## config.mk

```make
export PLATFORM = sky130hd
export DESIGN_NAME = chm_front
export DESIGN_NICKNAME = d
export VERILOG_FILES = /design/src/rtl/core/chm_pkg.sv /design/src/rtl/core/chm_front.sv
export SDC_FILE = /design/constraint.sdc
export NUM_CORES = 1
export LEC_CHECK = 0
export BUFFER_PORTS_ARGS = -buffer_cell sky130_fd_sc_hd__clkbuf_2
export CAP_MARGIN = 10
export CORE_UTILIZATION = 48
export DETAILED_ROUTE_END_ITERATION = 7
export GPL_TIMING_DRIVEN = 0
export PLACE_DENSITY = 0.84
export SYNTH_ARGS = -nofsm -noshare
export SYNTH_HDL_FRONTEND = slang
export SYNTH_SLANG_ARGS = --single-unit
```

## constraint.sdc

```tcl
create_clock -name clk -period 4.4 [get_ports clk]
set_input_delay 0.88 -clock clk [delete_from_list [all_inputs] [get_ports clk]]
set_output_delay 0.88 -clock clk [all_outputs]
set_load 0.01 [all_outputs]
```

## src/rtl/core/chm_pkg.sv

```systemverilog
// Shared types and constants of the chained hash map engine.
// No dependencies; imported by every module of the block.
package chm_pkg;

    localparam int MAX_ENTRIES = 1024;
    localparam int MAX_BUCKETS = 2048;
    localparam int KEY_W       = 32;
    localparam int VAL_W       = 32;
    localparam int NODE_AW     = 10;
    localparam int PTR_W       = 11;
    localparam int BKT_AW      = 11;
    localparam int CNT_W       = 11;
    localparam int CAP_W       = 12;
    localparam int LOG_W       = 4;

    localparam logic [PTR_W-1:0] NIL      = PTR_W'(MAX_ENTRIES);
    localparam logic [LOG_W-1:0] LOG2_MAX = LOG_W'(BKT_AW);

    // operation codes on the input
    localparam logic [2:0] OP_WRITE  = 3'd0;
    localparam logic [2:0] OP_READ   = 3'd1;
    localparam logic [2:0] OP_REMOVE = 3'd2;
    localparam logic [2:0] OP_CKEY   = 3'd3;
    localparam logic [2:0] OP_CVAL   = 3'd4;

    // command kinds after classification
    localparam logic [2:0] K_WRITE  = 3'd0;
    localparam logic [2:0] K_READ   = 3'd1;
    localparam logic [2:0] K_REMOVE = 3'd2;
    localparam logic [2:0] K_CKEY   = 3'd3;
    localparam logic [2:0] K_CVAL   = 3'd4;
    localparam logic [2:0] K_NOP    = 3'd5;

    // result status codes
    localparam logic [1:0] ST_OK     = 2'd0;
    localparam logic [1:0] ST_ABSENT = 2'd1;
    localparam logic [1:0] ST_FULL   = 2'd2;

    typedef struct packed {
        logic [2:0]        op;
        logic signed [31:0] key;
        logic signed [31:0] data_value;
    } item_t;

    typedef struct packed {
        logic               found;
        logic signed [31:0] read_data;
        logic [1:0]         status;
        logic [10:0]        entry_count;
        logic [11:0]        bucket_capacity;
    } result_t;

    typedef struct packed {
        logic [2:0]       kind;
        logic [KEY_W-1:0] key;
        logic [VAL_W-1:0] val;
    } cmd_t;

    // front to back
    typedef struct packed {
        logic valid;
        cmd_t cmd;
    } fq_t;

    // back to front
    typedef struct packed {
        logic pop;
        logic clearing;
    } bk_t;

endpackage

```

## src/rtl/core/chm_front.sv

```systemverilog
// Front end: takes operation transfers, classifies them and queues them.
// Depends on chm_pkg.
module chm_front (
    input  logic          clk,
    input  logic          rst_n,
    input  logic          start,
    input  chm_pkg::item_t item,
    output logic          busy,
    input  chm_pkg::bk_t   bk,
    output chm_pkg::fq_t   fq
);
    import chm_pkg::*;

    cmd_t       q_mem [2];
    logic       wr_ptr_reg, wr_ptr_next;
    logic       rd_ptr_reg, rd_ptr_next;
    logic [1:0] cnt_reg, cnt_next;
    logic       push;
    cmd_t       cls;

    // classify the operation code
    always_comb
    begin
        cls.key = item.key;
        cls.val = item.data_value;
        unique case (item.op)
            OP_WRITE:  cls.kind = K_WRITE;
            OP_READ:   cls.kind = K_READ;
            OP_REMOVE: cls.kind = K_REMOVE;
            OP_CKEY:   cls.kind = K_CKEY;
            OP_CVAL:   cls.kind = K_CVAL;
            default:   cls.kind = K_NOP;
        endcase
    end

    assign busy = (cnt_reg == 2'd2) || bk.clearing;
    assign push = start && !busy;

    // queue pointers
    always_comb
    begin
        wr_ptr_next = wr_ptr_reg ^ push;
        rd_ptr_next = rd_ptr_reg ^ bk.pop;
        cnt_next    = cnt_reg + 2'(push) - 2'(bk.pop);
    end

    always_ff @(posedge clk or negedge rst_n)
    begin
        if (!rst_n)
        begin
            wr_ptr_reg <= 1'b0;
            rd_ptr_reg <= 1'b0;
            cnt_reg    <= 2'd0;
        end
        else
        begin
            wr_ptr_reg <= wr_ptr_next;
            rd_ptr_reg <= rd_ptr_next;
            cnt_reg    <= cnt_next;
        end
    end

    always_ff @(posedge clk)
    begin
        if (push)
        begin
            q_mem[wr_ptr_reg] <= cls;
        end
    end

    assign fq.valid = (cnt_reg != 2'd0);
    assign fq.cmd   = q_mem[rd_ptr_reg];

endmodule

```

# ---- After elaboration in Yosys (flattened, before gate mapping)
# Memories as Yosys holds them, arrays and structs flattened.
# Index checks and enable logic that the tools add are counted.
dict set report op_classes {
  add_sub_neg 2
  n_mul 0
  div 0
  magnitude_cmp 0
  n_eq_ne 5
  shifts 0
  n_mux 3
  bitwise_logic 2
  reduce_logical 5
}
# cell n
set op_table {}
lappend op_table {{case mux 3 bit (5 select lines)} 1}
lappend op_table {{equality test 3 x 2 -> 1 bit (second input constant)} 2}
lappend op_table {{equality test 3 x 1 -> 1 bit (second input constant)} 1}
lappend op_table {{equality test 3 bit (second input constant)} 1}
lappend op_table {{logical NOT 3 bit} 1}
lappend op_table {{adder 2 x 1 -> 2 bit} 1}
lappend op_table {{equality test 2 bit (second input constant)} 1}
lappend op_table {{two-way mux 1 bit} 2}
lappend op_table {{nonzero test 2 bit} 1}
lappend op_table {{subtractor 2 x 1 -> 2 bit} 1}
lappend op_table {{XOR 1 bit} 2}
lappend op_table {{logical AND 1 bit} 1}
lappend op_table {{logical NOT 1 bit} 1}
lappend op_table {{logical OR 1 bit} 1}
dict set report totals {
  reg_bits 4
  latchBits 0
  ramBits 134
  mem_bits_ro 0
  out_inout_bits 69
  n_memories 1
}
# name words width read_ports rd_ports_with_merged_regs wr line_no
set memory_table {}
lappend memory_table {q_mem 2 67 1 0 1 chm_front.sv:14} ;# cmd_t q_mem [2];

# ---- Logic depth before layout (Yosys ltp)
# Gate-level depths: netlist of run 1.
dict set report depth {
  ltp_word 6
  ltp_mapped 7
  ltp_nobuf 7
}

# ---- Least setup slack after synthesis of run 1
# OpenSTA, ideal clock, no wires.
dict set report synth_timing {
  kind {in2reg}
  startpoint {input bk[0] (netlist bit)}
  endpoint {memory q_mem[1][0] (netlist bit), enable pin}
  setup_ps 433
  arrival_ps 2725
  t_required_ps 3967
  path_slack_ps 1242
  path_stages 2
  path_buffers 0
  path_cell_list {and3b_1 ha_1}
}
dict set report synth_via {
  elab_chain_len 5
}
# item line_no
set synth_rtl {}
lappend synth_rtl {{start: declaration} chm_front.sv:9} ;# input chm_pkg::bk_t bk,
lappend synth_rtl {{logical OR 1 bit} chm_front.sv:36} ;# assign busy = (cnt_reg == 2'd2) || bk.clearing;
lappend synth_rtl {{logical NOT 1 bit} chm_front.sv:37} ;# assign push = start && !busy;
lappend synth_rtl {{logical AND 1 bit} chm_front.sv:37}
lappend synth_rtl {{two-way mux 1 bit} chm_front.sv:65} ;# if (push)
lappend synth_rtl {{two-way mux 1 bit (implied by the code)} chm_front.sv:67} ;# q_mem[wr_ptr_reg] <= cls;
lappend synth_rtl {{end: declaration} chm_front.sv:14}
# Every way passes these cells.

==> results.py, run 1 <==
metrics = {
    "die": {
        "coreArea_sq_mm": 0.0104,
        "num_rows": 37,
        "die_w_um": 106,
        "io_pins": 141,
        "dieArea_sq_mm": 0.0112,
        "start_util": 0.498,
        "die_height_um": 106,
    },
    "worst_setup_path": {
        "cp_num_buf_inv": 4,
        "crit_top_cell": "buf_6",
        "cp-start-kind": "register",
        "worstPathRequired_ps": 3520,
        "r2r_end": "q_mem[1][66]",
        "end_kind": "output port",
        "cp_cell_sequence": "buf_6 -> buf_6 -> buf_8 -> mux2_4 -> clkbuf_2",
        "critPathTopFamily": "buffers and inverters",
        "cpPeakStageDelay_ps": 370,
        "reg2reg_slack_ps": 2500,
        "cpMaxStageDelayCell": "dfrtp_1",
        "r2r_start": "cnt_reg[1]",
        "worstSetupPathType": "register to output port",
        "arrival_ps": 1740,
        "path_max_fanout": 10,
        "r2r_cells": 4,
    },
    "grt": {
        "grt_pass1_wl_um": 13300,
        "grt_pass1_vias": 2743,
        "grt_remaining_overflow": 0,
        "grt_use_total": 0.162,
        "antenna_found_initial": 0,
        "grt_start_max_net_pins": 42,
    },
    "clock_tree": {
        "cts_buffer_depth": 2,
        "cts_tree": "built",
        "cts_hold_buf": 0,
        "cts_root_buffer": "clkbuf_8",
        "cts_resized": 0,
        "cts-buffers-inserted": 17,
        "post-cts-setup-buffer-count": 0,
        "clkTransAtPathRegs_ps": 60,
        "h-tree-depth": 4,
        "clk_latency_ps": 500,
        "cts.sinks": 138,
    },
    "cells_and_area": {
        "n_antenna_cell": 0,
        "area.sequential_sq_mm": 0.00412,
        "multi_input_area_sq_um": 980,
        "area_growth_pct": 29.6,
        "largest_register_ffs": 134,
        "final_area_sq_mm": 0.00669,
        "nFillCells": 771,
        "drive_above_1_share": 0.620,
        "num-nets-final": 468,
    },
    "logic_synthesis": {
        "ys_warn_count": 0,
        "synthCells": 231,
        "ys_ff_latch": 138,
        "synth_cell_types": 18,
        "synth_area_leaders": "edfxtp_1 (78%), mux2_2 (10%), mux2_4 (5.8%), dfrtp_1 (1.9%), ha_1 (0.97%)",
        "synth.avg_cell_area_sq_um": 22.4,
        "synth-edff-count": 134,
        "synth_top_area_frac": 0.779,
        "synthArstFlopShare": 0.0290,
        "yosysSeqAreaShare": 0.798,
        "ys_dominant_reg_cell": "edfxtp_1",
        "synth_top_area_cell": "edfxtp_1",
        "synth_fp_nets": 307,
        "synth_area_sq_mm": 0.00517,
    },
    "timing": {
        "timing.slew.headroom": 0.708,
        "fmax_mhz": 381,
        "drv_slew": 0,
        "rsz0062_at_grt": "false",
        "setup_viol_count_final": 0,
        "fin_crit_sh": 0.596,
        "fin_tns_setup_ps": 0,
        "timing.final.crit_period_ps": 2620,
        "clock_skew_ps": 4.50,
        "worst_pin_slew_ps": 437,
        "hold_viol_final": 0,
        "hold_ws_ps": 173,
    },
    "place": {
        "dp_hpwl_um": 5730,
        "port-buffer-count": 140,
        "place_area_sq_mm": 0.00610,
        "gp_congestion": 0.670,
    },
    "route": {
        "drc_errors": 0,
        "vias_per_cell": 4.82,
        "wl_per_cell_um": 15.8,
        "via_count": 2607,
        "totalWireLength_um": 8530,
        "ant_nets": 0,
        "drtIter0Drc": 78,
        "first_pass_iters": 4,
    },
    "job": {
        "max_cap_violations": 0,
    },
    "hold_path": {
        "hp-class": "input pin to asynchronous set/reset pin",
    },
    "pwr": {
        "pwr_density_cell_mw_per_mm2": 624,
        "cellLeakagePower_nw": 2.62,
        "ir_drop_uv": 354,
    },
    "run_status": {
        "run_status": "completed",
    },
}
[per-stage QoR]
step                      power [mW]  setup WS (ps)  cells   util
after floorplan                 2.44           1240    231      -
after global routing            4.37           1680    541  0.646
final                           4.17           1780    541  0.646
after CTS                       4.23           1730    541  0.646
after detailed placement        2.84           1960    509  0.588
after global placement          2.80            317    507  0.582
[power by group]
group	switching (mW)	leakage, nW	internal [mW]
Clock	0.521	0.277	0.865
Sequential	0.0441	1.27	1.64
Combinational	0.545	1.07	0.563
Total	1.11	2.62	3.07
[synthesized netlist by cell type (2+ instances only)]
library cell  instances
ha_1                  4
nand2b_1              2
xnor2_1               2
inv_1                 3
mux2_4               20
buf_2                 4
edfxtp_1            134
dfrtp_1               4
buf_6                 2
buf_8                 2
mux2_2               47
[final cells by class]
| class | count | share of cell area |
|---|---|---|
| clock buffer | 18 | 0.0624 |
| tap | 136 | 0.0254 |
| buffer | 9 | 0.0114 |
| timing repair buffer | 142 | 0.111 |
| multi-input combinational | 81 | 0.146 |
| inverter | 3 | 0.00168 |
| sequential | 138 | 0.616 |
| clock inverter | 14 | 0.0260 |
[cells by family (layout without fill, tap and decap cells)]
logic type / count (synthesis) / in the layout / synth area share
xor+xnor: 3 / 3 / 0.00509
flops: 138 / 138 / 0.798
compound gates: 1 / 1 / 0.00145
fa+ha+maj: 4 / 4 / 0.00969
buf+inv: 12 / 186 / 0.0170
simple gates: 6 / 6 / 0.00799
mux: 67 / 67 / 0.161
[worst max-delay path by stage]
stage | from | end | slack [ps] | depth (start not counted)
after CTS | rd_ptr_reg | fq[35] | 1730 | 4
after global placement | bk[0] | q_mem[0][42] | 320 | 3
after global routing | rd_ptr_reg | fq[49] | 1680 | 5
after floorplan | bk[0] | q_mem[1][0] | 1240 | 2
after detailed placement | bk[0] | q_mem[0][37] | 1960 | 4
final | rd_ptr_reg | fq[49] | 1780 | 5
[layer usage]
metal  wire, um  up-vias  global-route usage
met2       4510       94               0.279
li1           -     1233                   -
met4        104        0              0.0744
met5          0        -                   0
met3        423        9              0.0476
met1       3490     1271               0.187
[cells in the final DEF (no fill, tap or decap), types with 2 or more instances in the layout]
cell,Yosys,final
clkbuf_16,0,16
dfrtp_1,4,4
clkbuf_1,1,2
clkbuf_2,0,140
ha_1,4,2
clkinvlp_4,0,4
buf_6,2,2
xnor2_1,2,2
nand2b_1,2,2
clkinv_4,0,4
mux2_2,47,47
bufinv_16,0,3
edfxtp_1,134,134
buf_12,0,2
inv_1,3,3
buf_2,4,4
clkinv_2,0,2
buf_8,2,2
mux2_4,20,20
ha_4,0,2
Power figures use the tool's default switching activity.
==> inputs of run 2 (changes only) <==
Clock period 4.4 ns to 2.6 ns, I/O delays scaled along.
==> run 2 against run 1 <==
- global-route usage is essentially flat
- worst hold slack gained 32 ps
- combinational power grew 68%
- critical path depth is the same
- register-to-register slack lost 1800 ps
- worst setup slack lost 1400 ps
- sequential power grew 70%
- utilization grew 0.096 points
- final area grew 0.15%
- largest power group unchanged
==> results.py, run 2 (synthesized netlist as in run 1, its figures left out) <==
metrics = {
    "worst_setup_path": {
        "r2r_start": "cnt_reg[1]",
        "worstSetupPathType": "register to output port",
        "reg2reg_slack_ps": 710,
        "cp-start-kind": "register",
        "crit_top_cell": "buf_6",
        "cp_cell_sequence": "buf_6 -> buf_6 -> buf_8 -> mux2_4 -> clkbuf_2",
        "r2r_end": "q_mem[0][65]",
        "path_max_fanout": 10,
        "cpPeakStageDelay_ps": 370,
        "worstPathRequired_ps": 2080,
        "end_kind": "output port",
        "cpMaxStageDelayCell": "dfrtp_1",
        "arrival_ps": 1740,
        "r2r_cells": 4,
    },
    "timing": {
        "fin_crit_sh": 0.869,
        "rsz0062_at_grt": "false",
        "timing.slew.headroom": 0.709,
        "timing.final.crit_period_ps": 2260,
        "setup_ws_ps": 341,
        "drv_slew": 0,
        "clock_skew_ps": 4.72,
        "worst_pin_slew_ps": 436,
        "fmax_mhz": 443,
        "setup_viol_count_final": 0,
        "hold_viol_final": 0,
    },
    "place": {
        "port-buffer-count": 140,
        "gp_congestion": 0.670,
        "place_area_sq_mm": 0.00610,
        "dp_hpwl_um": 5730,
        "dpl_worst_slack_ps": 517,
    },
    "die": {
        "num_rows": 37,
        "coreArea_sq_mm": 0.0104,
        "dieArea_sq_mm": 0.0112,
        "die_w_um": 106,
        "die_height_um": 106,
        "io_pins": 141,
        "start_util": 0.498,
    },
    "route": {
        "drc_errors": 0,
        "via_count": 2607,
        "first_pass_iters": 6,
        "ant_nets": 0,
        "wl_per_cell_um": 15.7,
        "totalWireLength_um": 8530,
        "drtIter0Drc": 68,
        "vias_per_cell": 4.81,
    },
    "cells_and_area": {
        "num-nets-final": 469,
        "n_antenna_cell": 0,
        "final_common_cell": "clkbuf_2",
        "nFillCells": 769,
        "postLayoutCoreUtil": 0.646,
        "area_growth_pct": 29.8,
        "largest_register_ffs": 134,
        "final_cell_mix": "clkbuf_2 (140), edfxtp_1 (134), mux2_2 (47)",
        "drive_above_1_share": 0.618,
        "final_area_sq_mm": 0.00670,
    },
    "clock_tree": {
        "clk_latency_ps": 500,
        "cts.sinks": 138,
        "cts_root_buffer": "clkbuf_8",
        "cts_tree": "built",
        "cts-buffers-inserted": 17,
        "cts_buffer_depth": 2,
        "h-tree-depth": 4,
        "clkTransAtPathRegs_ps": 60,
    },
    "pwr": {
        "cellLeakagePower_nw": 2.62,
        "pwr_density_cell_mw_per_mm2": 1050,
        "ir_drop_uv": 599,
    },
    "grt": {
        "antenna_found_initial": 0,
        "grt_start_max_net_pins": 42,
        "grt_remaining_overflow": 0,
        "grt_pass1_vias": 2749,
        "grt_use_total": 0.162,
        "grt_pass1_wl_um": 13300,
    },
    "hold_path": {
        "hp-class": "input pin to register",
        "hp-start": "item[40]",
        "min_to": "q_mem[1][40]",
        "holdPathStages": 1,
    },
    "run_status": {
        "run_status": "completed",
    },
    "job": {
        "max_cap_violations": 0,
    },
}
-- run 2: cell count changes in the layout (fill, tap and decap cells not counted) --
cell           before  now
dlygate4sd3_1       0    1
-- run 2: metrics by stage --
step | cells | total power [mW] | hold WS, ps | TNS (ps)
floorplan | 231 | 4.13 | 224 | -26520
global placement | 507 | 4.74 | 330 | -149730
detailed placement | 509 | 4.81 | 333 | 0
CTS | 542 | 7.16 | 178 | 0
global route | 542 | 7.39 | 172 | 0
finish | 542 | 7.06 | 204 | 0
-- run 2: power by group --
| part | switching [mW] | leakage (nW) | internal, mW |
|---|---|---|---|
| Sequential | 0.0746 | 1.27 | 2.77 |
| Clock | 0.879 | 0.277 | 1.46 |
| Combinational | 0.921 | 1.07 | 0.953 |
| Total | 1.87 | 2.62 | 5.19 |
-- run 2: repair_timing --
| action | CTS | global route |
|---|---|---|
| hold buffers | 1 | 0 |
| buffers inserted | 0 | 0 |
| hold endpoints to repair | 4 | 0 |
| resized for setup | 0 | 0 |
-- run 2: cell type report --
cell class / instances / area, sq um / share of cell area
clock buffers: 18 / 418 / 0.0623
flip-flops and latches: 138 / 4120 / 0.615
inverters: 3 / 11.3 / 0.00168
well taps: 136 / 170 / 0.0254
clock inverters: 14 / 174 / 0.0259
multi-input cells: 81 / 980 / 0.146
repair buffers: 143 / 751 / 0.112
plain buffers: 9 / 76.3 / 0.0114
-- run 2: worst max-delay path: cells and delay by family, from the launching register on --
| family | cells | cell delay [ps] |
|---|---|---|
| DFF | 1 | 370 |
| muxes | 1 | 300 |
| buffers and inverters | 4 | 570 |
-- run 2: how the worst max path moves through the flow --
stage | startpoint | endpoint | slack [ps] | depth (start not counted)
after floorplan | bk[0] | q_mem[1][0] | -200 | 2
after global placement | bk[0] | q_mem[0][42] | -1120 | 3
after detailed placement | bk[0] | q_mem[0][37] | 520 | 4
after CTS | rd_ptr_reg | fq[35] | 290 | 4
after global routing | rd_ptr_reg | fq[49] | 240 | 5
final | rd_ptr_reg | fq[49] | 340 | 5
-- run 2: per-layer routing --
layer | global-route usage | wire length (um) | vias up
li1 | - | - | 1235
met1 | 0.186 | 3470 | 1268
met2 | 0.280 | 4560 | 98
met3 | 0.0476 | 430 | 6
met4 | 0.0744 | 61 | 0
met5 | 0 | 0 | -
